$ cat src/hw/rtl/baro_conversion_scheduler_compensator_macros.svh
// Assertion macros for the barometric conversion scheduler.
// Every macro samples on aclk and is disabled while aresetn is low.
`ifndef BARO_CONVERSION_SCHEDULER_COMPENSATOR_MACROS_SVH
`define BARO_CONVERSION_SCHEDULER_COMPENSATOR_MACROS_SVH

// Same-cycle implication.
`define BCSC_ASSERT_NOW(label, ante, cons, msg) \
    label: assert property (@(posedge aclk) disable iff (!aresetn) (ante) |-> (cons)) \
        else $error(msg);

// Next-cycle implication.
`define BCSC_ASSERT_NEXT(label, ante, cons, msg) \
    label: assert property (@(posedge aclk) disable iff (!aresetn) (ante) |=> (cons)) \
        else $error(msg);

`endif

$ cat src/hw/rtl/bcsc_pkg.sv
// Shared constants for the barometric conversion scheduler and compensator.
// No dependencies; used by baro_conversion_scheduler_compensator.
`timescale 1ns / 1ps
`default_nettype none

package bcsc_pkg;

    localparam int TIME_W   = 32;
    localparam int ADC_W    = 24;
    localparam int COEFF_W  = 16;
    localparam int OVS_W    = 4;
    localparam int CMD_W    = 8;
    localparam int FETCH_W  = 2;
    localparam int VALUE_W  = 64;
    localparam int CFG_IDX_W = 4;
    localparam int CFG_DATA_W = 32;
    localparam int S_TDATA_W = 64;  // now_us + adc_value + adc_ok = 57, padded
    localparam int M_TDATA_W = 80;  // start_command + fetched + value = 74, padded

    // conversion start bytes
    localparam logic [CMD_W-1:0] CMD_D1 = 8'h40;
    localparam logic [CMD_W-1:0] CMD_D2 = 8'h50;

    // fetched codes
    localparam logic [FETCH_W-1:0] FETCH_NONE  = 2'd0;
    localparam logic [FETCH_W-1:0] FETCH_PRESS = 2'd1;
    localparam logic [FETCH_W-1:0] FETCH_TEMP  = 2'd2;

    // query kinds
    localparam logic KIND_PRESS = 1'b0;
    localparam logic KIND_TEMP  = 1'b1;

    // register indexes
    localparam logic [CFG_IDX_W-1:0] REG_SENS     = 4'd0;
    localparam logic [CFG_IDX_W-1:0] REG_OFF      = 4'd1;
    localparam logic [CFG_IDX_W-1:0] REG_TCS      = 4'd2;
    localparam logic [CFG_IDX_W-1:0] REG_TCO      = 4'd3;
    localparam logic [CFG_IDX_W-1:0] REG_TREF     = 4'd4;
    localparam logic [CFG_IDX_W-1:0] REG_TEMPSENS = 4'd5;
    localparam logic [CFG_IDX_W-1:0] REG_OVS      = 4'd6;
    localparam logic [CFG_IDX_W-1:0] REG_WAIT     = 4'd7;

    localparam logic [TIME_W-1:0] CONV_WAIT_RESET = 32'd10000;
    localparam logic [31:0]       RAW_FAIL        = 32'hFFFF_FFFF;

    // compensation constants
    localparam logic signed [VALUE_W-1:0] TEMP_BASE = 64'sd2000;
    localparam int SH_TEMP = 23;
    localparam int SH_OFF  = 7;
    localparam int SH_SENS = 8;
    localparam int SH_PROD = 21;
    localparam int SH_PRES = 15;

endpackage

`default_nettype wire

$ cat src/hw/rtl/baro_conversion_scheduler_compensator.sv
// Barometric conversion scheduler with first-order compensation (top level).
// Depends on bcsc_pkg and baro_conversion_scheduler_compensator_macros.svh.
`timescale 1ns / 1ps
`default_nettype none

`include "baro_conversion_scheduler_compensator_macros.svh"

// Channel   | Direction | Handshake          | Content
// ----------+-----------+--------------------+----------------------------------------
// s_        | in        | s_tvalid/s_tready  | query: kind, time, ADC word, read status
// m_        | out       | m_tvalid/m_tready  | start byte, fetch code, valid flag, value
// cfg_      | in        | cfg_valid/cfg_ready| register index and write data
//
// Steps: a temperature query goes through TSCH, DT, MUL_TS, TFIN and OUT to the
// result register, a pressure query through PSCH, TSCH, DT, MUL_TCO, MUL_TCS, SENS,
// PLO, PHI, PSUM, PFIN and OUT (it skips ahead to OUT when the result turns out invalid
// early); one 33x33 multiplier serves the dT products and both raw-times-SENS halves.
// s_tready is high only while the sequencer is idle; a finished result waits in
// the output register, so a new query can transfer while m_ stalls.
// Reset (aresetn low, synchronous) clears schedule state, caches and registers.
// cfg_ready is always high; write only while no query is in flight.

module baro_conversion_scheduler_compensator (
    input  wire logic                            aclk,
    input  wire logic                            aresetn,
    // query channel
    input  wire logic                            s_tvalid,
    output logic                                 s_tready,
    input  wire logic [bcsc_pkg::S_TDATA_W-1:0]  s_tdata,  // now_us[31:0], adc_value[55:32],
                                                           // adc_ok[56], zeros above
    input  wire logic                            s_tuser,  // kind[0]
    // result channel
    output logic                                 m_tvalid,
    input  wire logic                            m_tready,
    output logic [bcsc_pkg::M_TDATA_W-1:0]       m_tdata,  // start_command[7:0], fetched[9:8],
                                                           // value[73:10], zeros above
    output logic                                 m_tuser,  // value_valid[0]
    // configuration write channel
    input  wire logic                            cfg_valid,
    output logic                                 cfg_ready,
    input  wire logic [bcsc_pkg::CFG_IDX_W-1:0]  cfg_index,
    input  wire logic [bcsc_pkg::CFG_DATA_W-1:0] cfg_data
);

    // sequencer states
    localparam logic [3:0] ST_IDLE    = 4'd0;
    localparam logic [3:0] ST_PSCH    = 4'd1;   // pressure schedule
    localparam logic [3:0] ST_TSCH    = 4'd2;   // temperature schedule
    localparam logic [3:0] ST_DT      = 4'd3;   // form dT and validity
    localparam logic [3:0] ST_MUL_TS  = 4'd4;   // dT * C6
    localparam logic [3:0] ST_TFIN    = 4'd5;   // TEMP
    localparam logic [3:0] ST_MUL_TCO = 4'd6;   // dT * C4
    localparam logic [3:0] ST_MUL_TCS = 4'd7;   // dT * C3, OFF
    localparam logic [3:0] ST_SENS    = 4'd8;   // SENS
    localparam logic [3:0] ST_PLO     = 4'd9;   // raw * SENS low half
    localparam logic [3:0] ST_PHI     = 4'd10;  // raw * SENS high half
    localparam logic [3:0] ST_PSUM    = 4'd11;  // combine halves
    localparam logic [3:0] ST_PFIN    = 4'd12;  // P
    localparam logic [3:0] ST_OUT     = 4'd13;  // hand to output register

    localparam int TW = bcsc_pkg::TIME_W;
    localparam int VW = bcsc_pkg::VALUE_W;
    localparam int CW = bcsc_pkg::COEFF_W;

    // ------------------------------------------------------------------
    // registers
    // ------------------------------------------------------------------
    logic [3:0]          state_reg, state_next;

    // configuration
    logic [CW-1:0]       c_sens_reg, c_sens_next;
    logic [CW-1:0]       c_off_reg, c_off_next;
    logic [CW-1:0]       c_tcs_reg, c_tcs_next;
    logic [CW-1:0]       c_tco_reg, c_tco_next;
    logic [CW-1:0]       c_tref_reg, c_tref_next;
    logic [CW-1:0]       c_tsens_reg, c_tsens_next;
    logic [bcsc_pkg::OVS_W-1:0] ovs_reg, ovs_next;
    logic [TW-1:0]       wait_reg, wait_next;

    // schedule state
    logic [TW-1:0]       press_start_reg, press_start_next;
    logic [TW-1:0]       temp_start_reg, temp_start_next;
    logic [31:0]         press_cache_reg, press_cache_next;
    logic [31:0]         temp_cache_reg, temp_cache_next;

    // captured query
    logic                kind_reg, kind_next;
    logic [TW-1:0]       now_reg, now_next;
    logic [bcsc_pkg::ADC_W-1:0] adc_reg, adc_next;
    logic                ok_reg, ok_next;

    // datapath
    logic [31:0]         dt_reg, dt_next;
    logic signed [VW-1:0] prod_reg, prod_next;
    logic signed [VW-1:0] off_reg, off_next;
    logic signed [VW-1:0] sens_reg, sens_next;
    logic signed [VW-1:0] acc_reg, acc_next;

    // working result
    logic [bcsc_pkg::CMD_W-1:0]   cmd_reg, cmd_next;
    logic [bcsc_pkg::FETCH_W-1:0] fetched_reg, fetched_next;
    logic                         valid_reg, valid_next;
    logic signed [VW-1:0]         value_reg, value_next;

    // output register
    logic                         out_valid_reg, out_valid_next;
    logic [bcsc_pkg::CMD_W-1:0]   out_cmd_reg, out_cmd_next;
    logic [bcsc_pkg::FETCH_W-1:0] out_fetched_reg, out_fetched_next;
    logic                         out_vv_reg, out_vv_next;
    logic signed [VW-1:0]         out_value_reg, out_value_next;

    // ------------------------------------------------------------------
    // shared multiplier: one signed 33x33 product per cycle
    // ------------------------------------------------------------------
    logic signed [32:0] mul_a, mul_b;
    logic signed [65:0] mul_p;

    always_comb begin
        mul_a = '0;
        mul_b = '0;
        case (state_reg)
            ST_MUL_TS: begin
                mul_a = $signed({dt_reg[31], dt_reg});
                mul_b = $signed({17'd0, c_tsens_reg});
            end
            ST_MUL_TCO: begin
                mul_a = $signed({dt_reg[31], dt_reg});
                mul_b = $signed({17'd0, c_tco_reg});
            end
            ST_MUL_TCS: begin
                mul_a = $signed({dt_reg[31], dt_reg});
                mul_b = $signed({17'd0, c_tcs_reg});
            end
            ST_PLO: begin
                mul_a = $signed({1'b0, press_cache_reg});
                mul_b = $signed({1'b0, sens_reg[31:0]});
            end
            ST_PHI: begin
                // only the low 32 bits of this partial product survive the wrap
                mul_a = $signed({1'b0, press_cache_reg});
                mul_b = $signed({1'b0, sens_reg[63:32]});
            end
            default: begin
                mul_a = '0;
                mul_b = '0;
            end
        endcase
    end

    assign mul_p = mul_a * mul_b;

    // arithmetic shifts of registered products
    logic signed [VW-1:0] sh_temp, sh_off, sh_sens, sh_acc, p_diff, p_val;

    assign sh_temp = prod_reg >>> bcsc_pkg::SH_TEMP;
    assign sh_off  = prod_reg >>> bcsc_pkg::SH_OFF;
    assign sh_sens = prod_reg >>> bcsc_pkg::SH_SENS;
    assign sh_acc  = acc_reg >>> bcsc_pkg::SH_PROD;
    assign p_diff  = sh_acc - off_reg;
    assign p_val   = p_diff >>> bcsc_pkg::SH_PRES;

    // elapsed-time tests, wrapping 32-bit
    logic [TW-1:0] press_elapsed, temp_elapsed;
    logic          press_due, temp_due;
    logic [31:0]   fetch_word;
    logic [31:0]   d32;

    assign press_elapsed = now_reg - press_start_reg;
    assign temp_elapsed  = now_reg - temp_start_reg;
    assign press_due  = (press_start_reg != '0) && (press_elapsed >= wait_reg);
    assign temp_due   = (temp_start_reg != '0) && (temp_elapsed >= wait_reg);
    assign fetch_word = ok_reg ? {8'd0, adc_reg} : bcsc_pkg::RAW_FAIL;
    assign d32        = temp_cache_reg - {8'd0, c_tref_reg, 8'd0};

    logic s_xfer, m_free;
    assign s_xfer = s_tvalid && s_tready;
    assign m_free = !out_valid_reg || m_tready;

    // ------------------------------------------------------------------
    // next-state logic
    // ------------------------------------------------------------------
    always_comb begin
        state_next       = state_reg;
        c_sens_next      = c_sens_reg;
        c_off_next       = c_off_reg;
        c_tcs_next       = c_tcs_reg;
        c_tco_next       = c_tco_reg;
        c_tref_next      = c_tref_reg;
        c_tsens_next     = c_tsens_reg;
        ovs_next         = ovs_reg;
        wait_next        = wait_reg;
        press_start_next = press_start_reg;
        temp_start_next  = temp_start_reg;
        press_cache_next = press_cache_reg;
        temp_cache_next  = temp_cache_reg;
        kind_next        = kind_reg;
        now_next         = now_reg;
        adc_next         = adc_reg;
        ok_next          = ok_reg;
        dt_next          = dt_reg;
        prod_next        = prod_reg;
        off_next         = off_reg;
        sens_next        = sens_reg;
        acc_next         = acc_reg;
        cmd_next         = cmd_reg;
        fetched_next     = fetched_reg;
        valid_next       = valid_reg;
        value_next       = value_reg;
        out_cmd_next     = out_cmd_reg;
        out_fetched_next = out_fetched_reg;
        out_vv_next      = out_vv_reg;
        out_value_next   = out_value_reg;
        out_valid_next   = out_valid_reg && !m_tready;

        // configuration writes; unknown indexes drop
        if (cfg_valid) begin
            case (cfg_index)
                bcsc_pkg::REG_SENS:     c_sens_next  = cfg_data[CW-1:0];
                bcsc_pkg::REG_OFF:      c_off_next   = cfg_data[CW-1:0];
                bcsc_pkg::REG_TCS:      c_tcs_next   = cfg_data[CW-1:0];
                bcsc_pkg::REG_TCO:      c_tco_next   = cfg_data[CW-1:0];
                bcsc_pkg::REG_TREF:     c_tref_next  = cfg_data[CW-1:0];
                bcsc_pkg::REG_TEMPSENS: c_tsens_next = cfg_data[CW-1:0];
                bcsc_pkg::REG_OVS:      ovs_next     = cfg_data[bcsc_pkg::OVS_W-1:0];
                bcsc_pkg::REG_WAIT:     wait_next    = cfg_data[TW-1:0];
                default: ;
            endcase
        end

        // the multiplier result lands in prod_reg in every multiply state
        if (state_reg inside {ST_MUL_TS, ST_MUL_TCO, ST_MUL_TCS, ST_PLO, ST_PHI}) begin
            prod_next = mul_p[VW-1:0];
        end

        case (state_reg)
            ST_IDLE: begin
                if (s_xfer) begin
                    kind_next    = s_tuser;
                    now_next     = s_tdata[31:0];
                    adc_next     = s_tdata[55:32];
                    ok_next      = s_tdata[56];
                    cmd_next     = '0;
                    fetched_next = bcsc_pkg::FETCH_NONE;
                    valid_next   = 1'b0;
                    value_next   = '0;
                    // temperature queries skip the pressure schedule
                    state_next   = (s_tuser == bcsc_pkg::KIND_TEMP) ? ST_TSCH : ST_PSCH;
                end
            end
            ST_PSCH: begin
                if (press_due) begin
                    press_start_next = '0;
                    press_cache_next = fetch_word;
                    fetched_next     = bcsc_pkg::FETCH_PRESS;
                end else if (press_start_reg == '0 && temp_start_reg == '0) begin
                    cmd_next         = bcsc_pkg::CMD_D1 + {4'd0, ovs_reg};
                    press_start_next = now_reg;
                end
                // no pressure word yet: invalid, temperature schedule skipped
                if ((press_due ? fetch_word : press_cache_reg) == 32'd0) begin
                    state_next = ST_OUT;
                end else begin
                    state_next = ST_TSCH;
                end
            end
            ST_TSCH: begin
                // press_start_reg already reflects this query's pressure step
                if (temp_due) begin
                    temp_start_next = '0;
                    temp_cache_next = fetch_word;
                    fetched_next    = bcsc_pkg::FETCH_TEMP;
                end else if (temp_start_reg == '0 && press_start_reg == '0) begin
                    cmd_next        = bcsc_pkg::CMD_D2 + {4'd0, ovs_reg};
                    temp_start_next = now_reg;
                end
                state_next = ST_DT;
            end
            ST_DT: begin
                dt_next = d32;
                if (temp_cache_reg == 32'd0 || d32 == 32'd0) begin
                    state_next = ST_OUT;
                end else begin
                    valid_next = 1'b1;
                    state_next = (kind_reg == bcsc_pkg::KIND_TEMP) ? ST_MUL_TS : ST_MUL_TCO;
                end
            end
            ST_MUL_TS:  state_next = ST_TFIN;
            ST_TFIN: begin
                value_next = bcsc_pkg::TEMP_BASE + sh_temp;
                state_next = ST_OUT;
            end
            ST_MUL_TCO: state_next = ST_MUL_TCS;
            ST_MUL_TCS: begin
                off_next   = $signed({32'd0, c_off_reg, 16'd0}) + sh_off;
                state_next = ST_SENS;
            end
            ST_SENS: begin
                sens_next  = $signed({33'd0, c_sens_reg, 15'd0}) + sh_sens;
                state_next = ST_PLO;
            end
            ST_PLO:     state_next = ST_PHI;
            ST_PHI: begin
                acc_next   = prod_reg;
                state_next = ST_PSUM;
            end
            ST_PSUM: begin
                acc_next   = acc_reg + $signed({prod_reg[31:0], 32'd0});
                state_next = ST_PFIN;
            end
            ST_PFIN: begin
                value_next = p_val;
                state_next = ST_OUT;
            end
            ST_OUT: begin
                // hold until the output register is free, then load it
                if (m_free) begin
                    out_valid_next   = 1'b1;
                    out_cmd_next     = cmd_reg;
                    out_fetched_next = fetched_reg;
                    out_vv_next      = valid_reg;
                    out_value_next   = valid_reg ? value_reg : '0;
                    state_next       = ST_IDLE;
                end
            end
            default: state_next = ST_IDLE;
        endcase
    end

    // ------------------------------------------------------------------
    // registers
    // ------------------------------------------------------------------
    always_ff @(posedge aclk) begin
        if (!aresetn) begin
            state_reg       <= ST_IDLE;
            c_sens_reg      <= '0;
            c_off_reg       <= '0;
            c_tcs_reg       <= '0;
            c_tco_reg       <= '0;
            c_tref_reg      <= '0;
            c_tsens_reg     <= '0;
            ovs_reg         <= '0;
            wait_reg        <= bcsc_pkg::CONV_WAIT_RESET;
            press_start_reg <= '0;
            temp_start_reg  <= '0;
            press_cache_reg <= '0;
            temp_cache_reg  <= '0;
            out_valid_reg   <= 1'b0;
        end else begin
            state_reg       <= state_next;
            c_sens_reg      <= c_sens_next;
            c_off_reg       <= c_off_next;
            c_tcs_reg       <= c_tcs_next;
            c_tco_reg       <= c_tco_next;
            c_tref_reg      <= c_tref_next;
            c_tsens_reg     <= c_tsens_next;
            ovs_reg         <= ovs_next;
            wait_reg        <= wait_next;
            press_start_reg <= press_start_next;
            temp_start_reg  <= temp_start_next;
            press_cache_reg <= press_cache_next;
            temp_cache_reg  <= temp_cache_next;
            out_valid_reg   <= out_valid_next;
        end
    end

    // payload: no reset needed
    always_ff @(posedge aclk) begin
        kind_reg        <= kind_next;
        now_reg         <= now_next;
        adc_reg         <= adc_next;
        ok_reg          <= ok_next;
        dt_reg          <= dt_next;
        prod_reg        <= prod_next;
        off_reg         <= off_next;
        sens_reg        <= sens_next;
        acc_reg         <= acc_next;
        cmd_reg         <= cmd_next;
        fetched_reg     <= fetched_next;
        valid_reg       <= valid_next;
        value_reg       <= value_next;
        out_cmd_reg     <= out_cmd_next;
        out_fetched_reg <= out_fetched_next;
        out_vv_reg      <= out_vv_next;
        out_value_reg   <= out_value_next;
    end

    // ------------------------------------------------------------------
    // ports
    // ------------------------------------------------------------------
    assign s_tready  = (state_reg == ST_IDLE);
    assign cfg_ready = 1'b1;
    assign m_tvalid  = out_valid_reg;
    assign m_tuser   = out_vv_reg;
    assign m_tdata   = {6'd0, out_value_reg, out_fetched_reg, out_cmd_reg};

    // ------------------------------------------------------------------
    // assertions
    // ------------------------------------------------------------------
    `BCSC_ASSERT_NOW(a_one_pending, 1'b1, press_start_reg == '0 || temp_start_reg == '0, "both conversions pending")
    `BCSC_ASSERT_NOW(a_invalid_zero, out_valid_reg && !out_vv_reg, out_value_reg == '0, "invalid result carries nonzero value")
    `BCSC_ASSERT_NEXT(a_query_entry, s_tvalid && s_tready, state_reg == ST_PSCH || state_reg == ST_TSCH, "query did not enter a schedule step")
    `BCSC_ASSERT_NEXT(a_out_hold, state_reg == ST_OUT && out_valid_reg && !m_tready, state_reg == ST_OUT, "result left while output register full")

endmodule

`default_nettype wire
$ cat config.mk
export PLATFORM = sky130hd
export DESIGN_NAME = baro_conversion_scheduler_compensator
export DESIGN_NICKNAME = d
export VERILOG_FILES = /design/src/hw/rtl/bcsc_pkg.sv /design/src/hw/rtl/baro_conversion_scheduler_compensator.sv
export VERILOG_INCLUDE_DIRS = /design/src /design/src/hw/rtl
export SDC_FILE = /design/constraint.sdc
export NUM_CORES = 2
export LEC_CHECK = 0
export BUFFER_PORTS_ARGS = -buffer_cell sky130_fd_sc_hd__clkbuf_2
export CAP_MARGIN = 20
export CORE_MARGIN = 4
export CORE_UTILIZATION = 33
export DETAILED_ROUTE_END_ITERATION = 8
export SLEW_MARGIN = 20
export SYNTH_ARGS = -nofsm -noshare
export SYNTH_HDL_FRONTEND = slang
export SYNTH_SLANG_ARGS = --single-unit
$ cat constraint.sdc
create_clock -name aclk -period 10.35 [get_ports aclk]
set_input_delay 0.5175 -clock aclk [delete_from_list [all_inputs] [get_ports aclk]]
set_output_delay 0.5175 -clock aclk [all_outputs]
set_load 0.03 [all_outputs]
After elaboration in Yosys (flattened, before gate mapping):

Cells that the tools add are included.

* register bits: 761
* input bits: 106
* output and inout port bits: 84
* word-level logic and storage cells: 151
* bits in read-only memories: 0
* memories: 0
* RAM bits: 0
* bits in latches: 0

* equal/unequal tests: 29
* $add $sub $neg: 10
* shift-type cells: 0
* muxes and demuxes: 32
* reduce and logical (&&, ||, !) cells: 46
* order comparisons: 2
* bitwise logic cells: 0
* div/mod/pow operators: 0
* multiply operators: 1

Operators with widths (count)
* 64-bit case mux with 3 select lines: 1
* 32-bit zero test: 5
* 32-bit two-way mux: 5
* 32-bit case mux with 5 select lines: 1
* 64-bit case mux with 2 select lines: 1
* 33-bit case mux with 2 select lines: 1
* 64-bit adder: 1
* 32-bit greater-or-equal comparator: 2
* 33-bit by 33-bit multiplier with 64-bit output: 1
* 64-bit two-way mux: 1
* 32-bit nonzero test: 2
* 32-bit subtractor: 2
* 43-bit by 64-bit subtractor with 64-bit output: 1
* 33-bit by 57-bit adder with 58-bit output: 1
* 32-bit by 56-bit adder with 57-bit output: 1
* 4-bit case mux with 13 select lines: 1
* 12-bit by 41-bit adder with 42-bit output (first input constant): 1
* 8-bit two-way mux: 5
* 4-bit by 3-bit == test with 1-bit output (second input constant): 8
* 32-bit by 24-bit subtractor with 32-bit output: 1
* 2-bit AND reduction: 15
* 4-bit == test (second input constant): 6
* 8-bit case mux with 3 select lines: 1
* 7-bit by 4-bit adder with 8-bit output (first input constant): 2
* 21 further kinds: 54

Logic depth before layout (Yosys ltp):

* depth after elaboration: 7
* mapped depth: 38
* gate-level depth less buffers: 34

Worst setup path before layout:

No wires, ideal clock.

* path type: register -> register
* start: register state_reg[1]
* end: register prod_reg[63] (data pin)
* clock period less this slack: 10404 ps
* arrival: 10140 ps
* stages on the path, launching flop included: 36
* library setup time: 264 ps
* path slack: -54 ps
* required time: 10086 ps
* buffers on the path: 4
* cells stage by stage: dfxtp_1 > clkbuf_1 > nand2_1 > nor2_1 > clkbuf_1 > a222oi_1 > and3_1 > clkbuf_1 > clkbuf_1 > nor2_1 > fa_1 > fa_1 > fa_1 > inv_1 > fa_1 > inv_1 > fa_1 > inv_1 > fa_1 > inv_1 > fa_1 > inv_1 > fa_1 > inv_1 > ha_1 > and4_1 > and2_1 > a31oi_1 > nor2b_1 > a21oi_1 > a32oi_1 > a21oi_1 > o211ai_1 > o21ai_0 > a221oi_1 > xnor2_1

* word-level cells in the longest chain between the ends: 4
* elaborated cells between the ends (all ways): 10
* those cells by class: mul (1); eq/ne (5); mux (2); reduce/logical (2)

Ends and longest elaborated chain
* start: declaration: line baro_conversion_scheduler_compensator.sv:68 `logic [3:0] state_reg, state_next;`
* start signal: assignment: line baro_conversion_scheduler_compensator.sv:349 `state_reg <= state_next;`
* 4-bit by 3-bit == test with 1-bit output / 4-bit == test (equally long branches): line baro_conversion_scheduler_compensator.sv:121 `case (state_reg)`
* 3-bit OR reduction (no line) / 2-bit OR reduction (equally long branches)
* 33-bit case mux with 2 select lines: line baro_conversion_scheduler_compensator.sv:121
* 33-bit by 33-bit multiplier with 64-bit output (*): line baro_conversion_scheduler_compensator.sv:150 `assign mul_p = mul_a * mul_b;`
* net mul_p[63]: line baro_conversion_scheduler_compensator.sv:116 `logic signed [65:0] mul_p;`
* end signal: assignment: line baro_conversion_scheduler_compensator.sv:373 `prod_reg <= prod_next;`
* end: declaration: line baro_conversion_scheduler_compensator.sv:94 `logic signed [VW-1:0] prod_reg, prod_next;`

The timed path passes the listed nets; every way through them passes the cells marked *.
A chain may end at the register's enable or synchronous reset.

Worst setup path after layout:

* start: register state_reg[0]
* end: register prod_reg[57] (data pin)

The elaborated chain is that of the path after synthesis.

==> flow_metrics.py <==
metrics = {
    "grt": {
        "grt.overflow.total": 0,
        "grt.total_usage_pct": 20.6,
        "grt_pass1_vias": 56552,
        "grt_max_degree": 132,
        "grt_pass1_wl_mm": 353,
        "number_of_antenna_violations_at_the_first_check_in_global_routing": 6,
    },
    "timing": {
        "finalCritPeriodShare_pct": 96.3,
        "finalHoldViolations": 0,
        "layout_setup_ws_ps": 384,
        "maxClockFrequency_ghz": 0.100,
        "timing.final.crit_period_ps": 9970,
        "rsz0062_at_grt": "no",
        "slew_worst_pin_ps": 1170,
        "clock-skew-final_ps": 28.3,
        "final_max_slew_viol_count": 0,
        "setup_viol_count_final": 0,
        "relSlewSlack_pct": 21.9,
        "timing.setup.tns_ps": 0,
    },
    "die": {
        "row_count": 171,
        "initial_utilization_pct": 33.2,
        "fp.dieArea_um2": 226000,
        "die_x_um": 476,
        "io-pin-count": 190,
        "die_span_in_y_um": 476,
        "core-area_um2": 217000,
    },
    "critical_path": {
        "critical_path_sink_type": "flop",
        "ff2ff_path_depth": 36,
        "critical_path.startpoint": "state_reg[0]",
        "crit_path_end": "prod_reg[57]",
        "cpMaxStageDelayCell": "a22oi_2",
        "critPathMaxFanout": 64,
        "reg2reg_slack_ps": 380,
        "timing.setup.critical_path_class": "reg2reg",
        "crit-reg2reg-launch": "state_reg[0]",
        "timing.rr.end": "prod_reg[57]",
        "timing.critical_path.arrival_ps": 10400,
        "max_stage_delay_on_crit_path_ps": 540,
        "critical_path_launch_point_type": "flop",
        "cp_data_required_time_ps": 10780,
    },
    "placement": {
        "place_hpwl_mm": 186,
        "gp_routability_congestion": 0.945,
        "port_buffers": 173,
        "place_ws_ps": 352,
    },
    "synthesis": {
        "sequential_cell_area_fraction_in_the_yosys_report_pct": 24.9,
        "synth_top_family_by_area": "adder cells",
        "post_synth_inst_count": 7608,
        "synth.mux.area_fraction_pct": 0.793,
        "synthAdderAreaFrac_pct": 38.2,
        "post_synth_and_or_nand_nor_area_fraction_pct": 13.5,
        "synth_area_per_cell_um2": 9.49,
        "synth_area_um2": 72200,
        "netlist.area_leader.share_pct": 30.5,
        "synth_xor_xnor_area_share_pct": 3.81,
        "ys_warn_count": 0,
        "synth_compound_gate_area_share_pct": 9.98,
        "synth.ff_latch_count": 686,
        "synth.distinct_cells": 79,
        "synth_async_sr_flop_share_pct": 0,
        "netlist_top_cells_area": "fa_1 30%, edfxtp_1 18%, ha_1 7.8%",
        "synth.cells.most_frequent": "1270 x inv_1, 1099 x fa_1, 1042 x nor2_1",
        "synth_most_common_cell": "inv_1",
        "synthFlopType": "edfxtp_1",
        "synth_top_area_cell": "fa_1",
        "post_synth_edffs": 428,
    },
    "finish": {
        "nFillCells": 21812,
        "fin_nets": 9459,
        "finish.utilization_pct": 37.1,
        "layout-drive-gt1-share_pct": 7.97,
        "flow.area_growth_from_synthesis_pct": 11.7,
        "largest_register_ffs": 64,
    },
    "clock_tree": {
        "clock_insertion_delay_worst_skew_ps": 680,
        "clock_tree.root_cell": "clkbuf_16",
        "htree_levels": 3,
        "cts.path.max_buffers": 3,
        "cts_inserted_buffers": 73,
        "path_clk_slew_ps": 70,
        "cts.sink_count": 686,
        "tritoncts": "built",
    },
    "power": {
        "powerDensity_nw_per_um2": 172,
        "netSwitchingFraction_pct": 43.5,
        "worst_ir_drop_vdd_mv": 0.369,
        "internal_power_mw": 7.85,
        "p_comb_share_pct": 52.3,
        "seq_power_share_pct": 28.5,
        "clock_power_share_pct": 19.2,
        "report.power.total_mw": 13.9,
        "total_leakage_power_nw": 35.8,
        "power.net_switching_mw": 6.05,
    },
    "drt": {
        "routedWlPerCell_um": 21.8,
        "via_count": 55681,
        "ant_nets": 0,
        "first_pass_iters": 6,
        "avgViaCountPerCell": 5.19,
        "drt-total-wl_mm": 234,
        "detailed_router_s_first_iteration_violation_count": 5347,
        "drc": 0,
    },
    "hold_path": {
        "hold_path_class": "in2reg",
    },
    "job": {
        "max-cap-violations": 0,
    },
    "outcome": {
        "status": "finished, final reports clean",
    },
}
==> metrics by stage <==
step	hold WS, ps	area [µm²]	cells
2_1_floorplan	400	72400	7643
3_3_place_gp	404	77500	10515
3_5_place_dp	405	77500	10515
4_1_cts	8.14	80500	10707
5_1_grt	17.0	80600	10722
6_report	55.1	80700	10725
==> cells in the final DEF, fill, tap and decap left out, types with 18 or more instances in the layout <==
cell,Yosys,layout
inv_1,1270,1267
fa_1,1099,1099
nor2_1,1042,1041
nand2_1,693,693
ha_1,449,449
edfxtp_1,428,428
a21oi_1,313,310
dfxtp_1,258,256
buf_4,24,216
xnor2_1,194,194
clkbuf_2,0,173
o21ai_0,158,157
a21o_1,126,126
xor2_1,120,120
and2_1,83,83
nand2b_1,78,77
clkbuf_16,0,74
a22o_1,67,63
nand4_1,57,57
o21a_1,57,57
dlygate4sd3_1,0,56
mux2i_1,55,55
a311oi_1,51,51
a22oi_1,81,50
nand3_1,50,47
nor2b_1,44,44
nor3_1,48,43
nor4_1,42,42
o22ai_1,38,38
conb_1,2,37
and3_1,36,35
a31oi_1,32,32
a22oi_2,0,31
a211oi_1,24,24
o211ai_1,23,23
buf_12,0,21
and4_1,18,18
o21bai_1,18,18
or3_1,19,18
==> power by group through the flow <==
stage / clock [mW] / combinational (mW) / sequential, mW
after floorplan: 0 / 4.81 / 3.75
after global placement: 0 / 7.08 / 3.99
after global routing: 2.83 / 8.02 / 3.99
after CTS: 2.72 / 7.29 / 3.95
after detailed placement: 0 / 7.23 / 4.00
final: 2.66 / 7.27 / 3.96
==> how the worst min path moves through the flow <==
| stage | slack (ps) | from | cells after the start | to |
|---|---|---|---|---|
| after floorplan | 400 | cmd_reg[0] | 0 | out_cmd_reg[0] |
| after global placement | 400 | fetched_reg[0] | 0 | out_fetched_reg[0] |
| after detailed placement | 400 | cmd_reg[0] | 0 | out_cmd_reg[0] |
| after CTS | 8 | s_tdata[51] | 1 | adc_reg[19] |
| after global routing | 20 | s_tdata[51] | 1 | adc_reg[19] |
| final | 60 | s_tdata[51] | 1 | adc_reg[19] |
==> cells by family (layout without fill, tap and decap cells) <==
family                   after synthesis  after routing
AND/OR/NAND/NOR                     2260           2260
buffers and inverters               1650           1873
adder cells (fa/ha/maj)             1548           1548
AO/OA/AOI/OAI                       1091           1091
flip-flops                           686            686
XOR/XNOR                             314            314
multiplexers                          57             57
other                                  2             42
==> layer usage <==
| layer | track usage (%) | vias to the layer above | share of wire, % |
|---|---|---|---|
| li1 | - | 24734 | - |
| met1 | 28.0 | 28294 | 42 |
| met2 | 33.1 | 2243 | 46 |
| met3 | 3.97 | 408 | 8.3 |
| met4 | 6.97 | 2 | 3.8 |
| met5 | 0 | - | 0.0085 |
==> critical path, delay by kind of cell, from the launching register on <==
| family | cells | cell delay (ps) |
|---|---|---|
| fa+ha+maj | 9 | 3980 |
| compound gates | 7 | 2060 |
| simple gates | 7 | 1550 |
| buf+inv | 12 | 1540 |
| flops | 1 | 440 |
| xor+xnor | 1 | 90 |
==> cell type report <==
class                           instances  area [µm²]  area share (%)
Multi-Input combinational cell       5307       48400            60.0
Sequential cell                       686       18000            22.3
Inverter                             1270        4780            5.92
Tap cell                             2854        3570            4.43
Timing Repair Buffer                  467        3480            4.31
Clock buffer                           83        1910            2.36
Clock inverter                         53         493           0.611
Antenna cell                            5        12.5          0.0155
==> timing repair <==
item,in CTS,in global routing
resized for setup,0,10
setup buffers,0,13
endpoints found under the hold margin,56,0
hold buffers,56,0
setup endpoints to repair,0,10
Power figures use the tool's default switching activity.
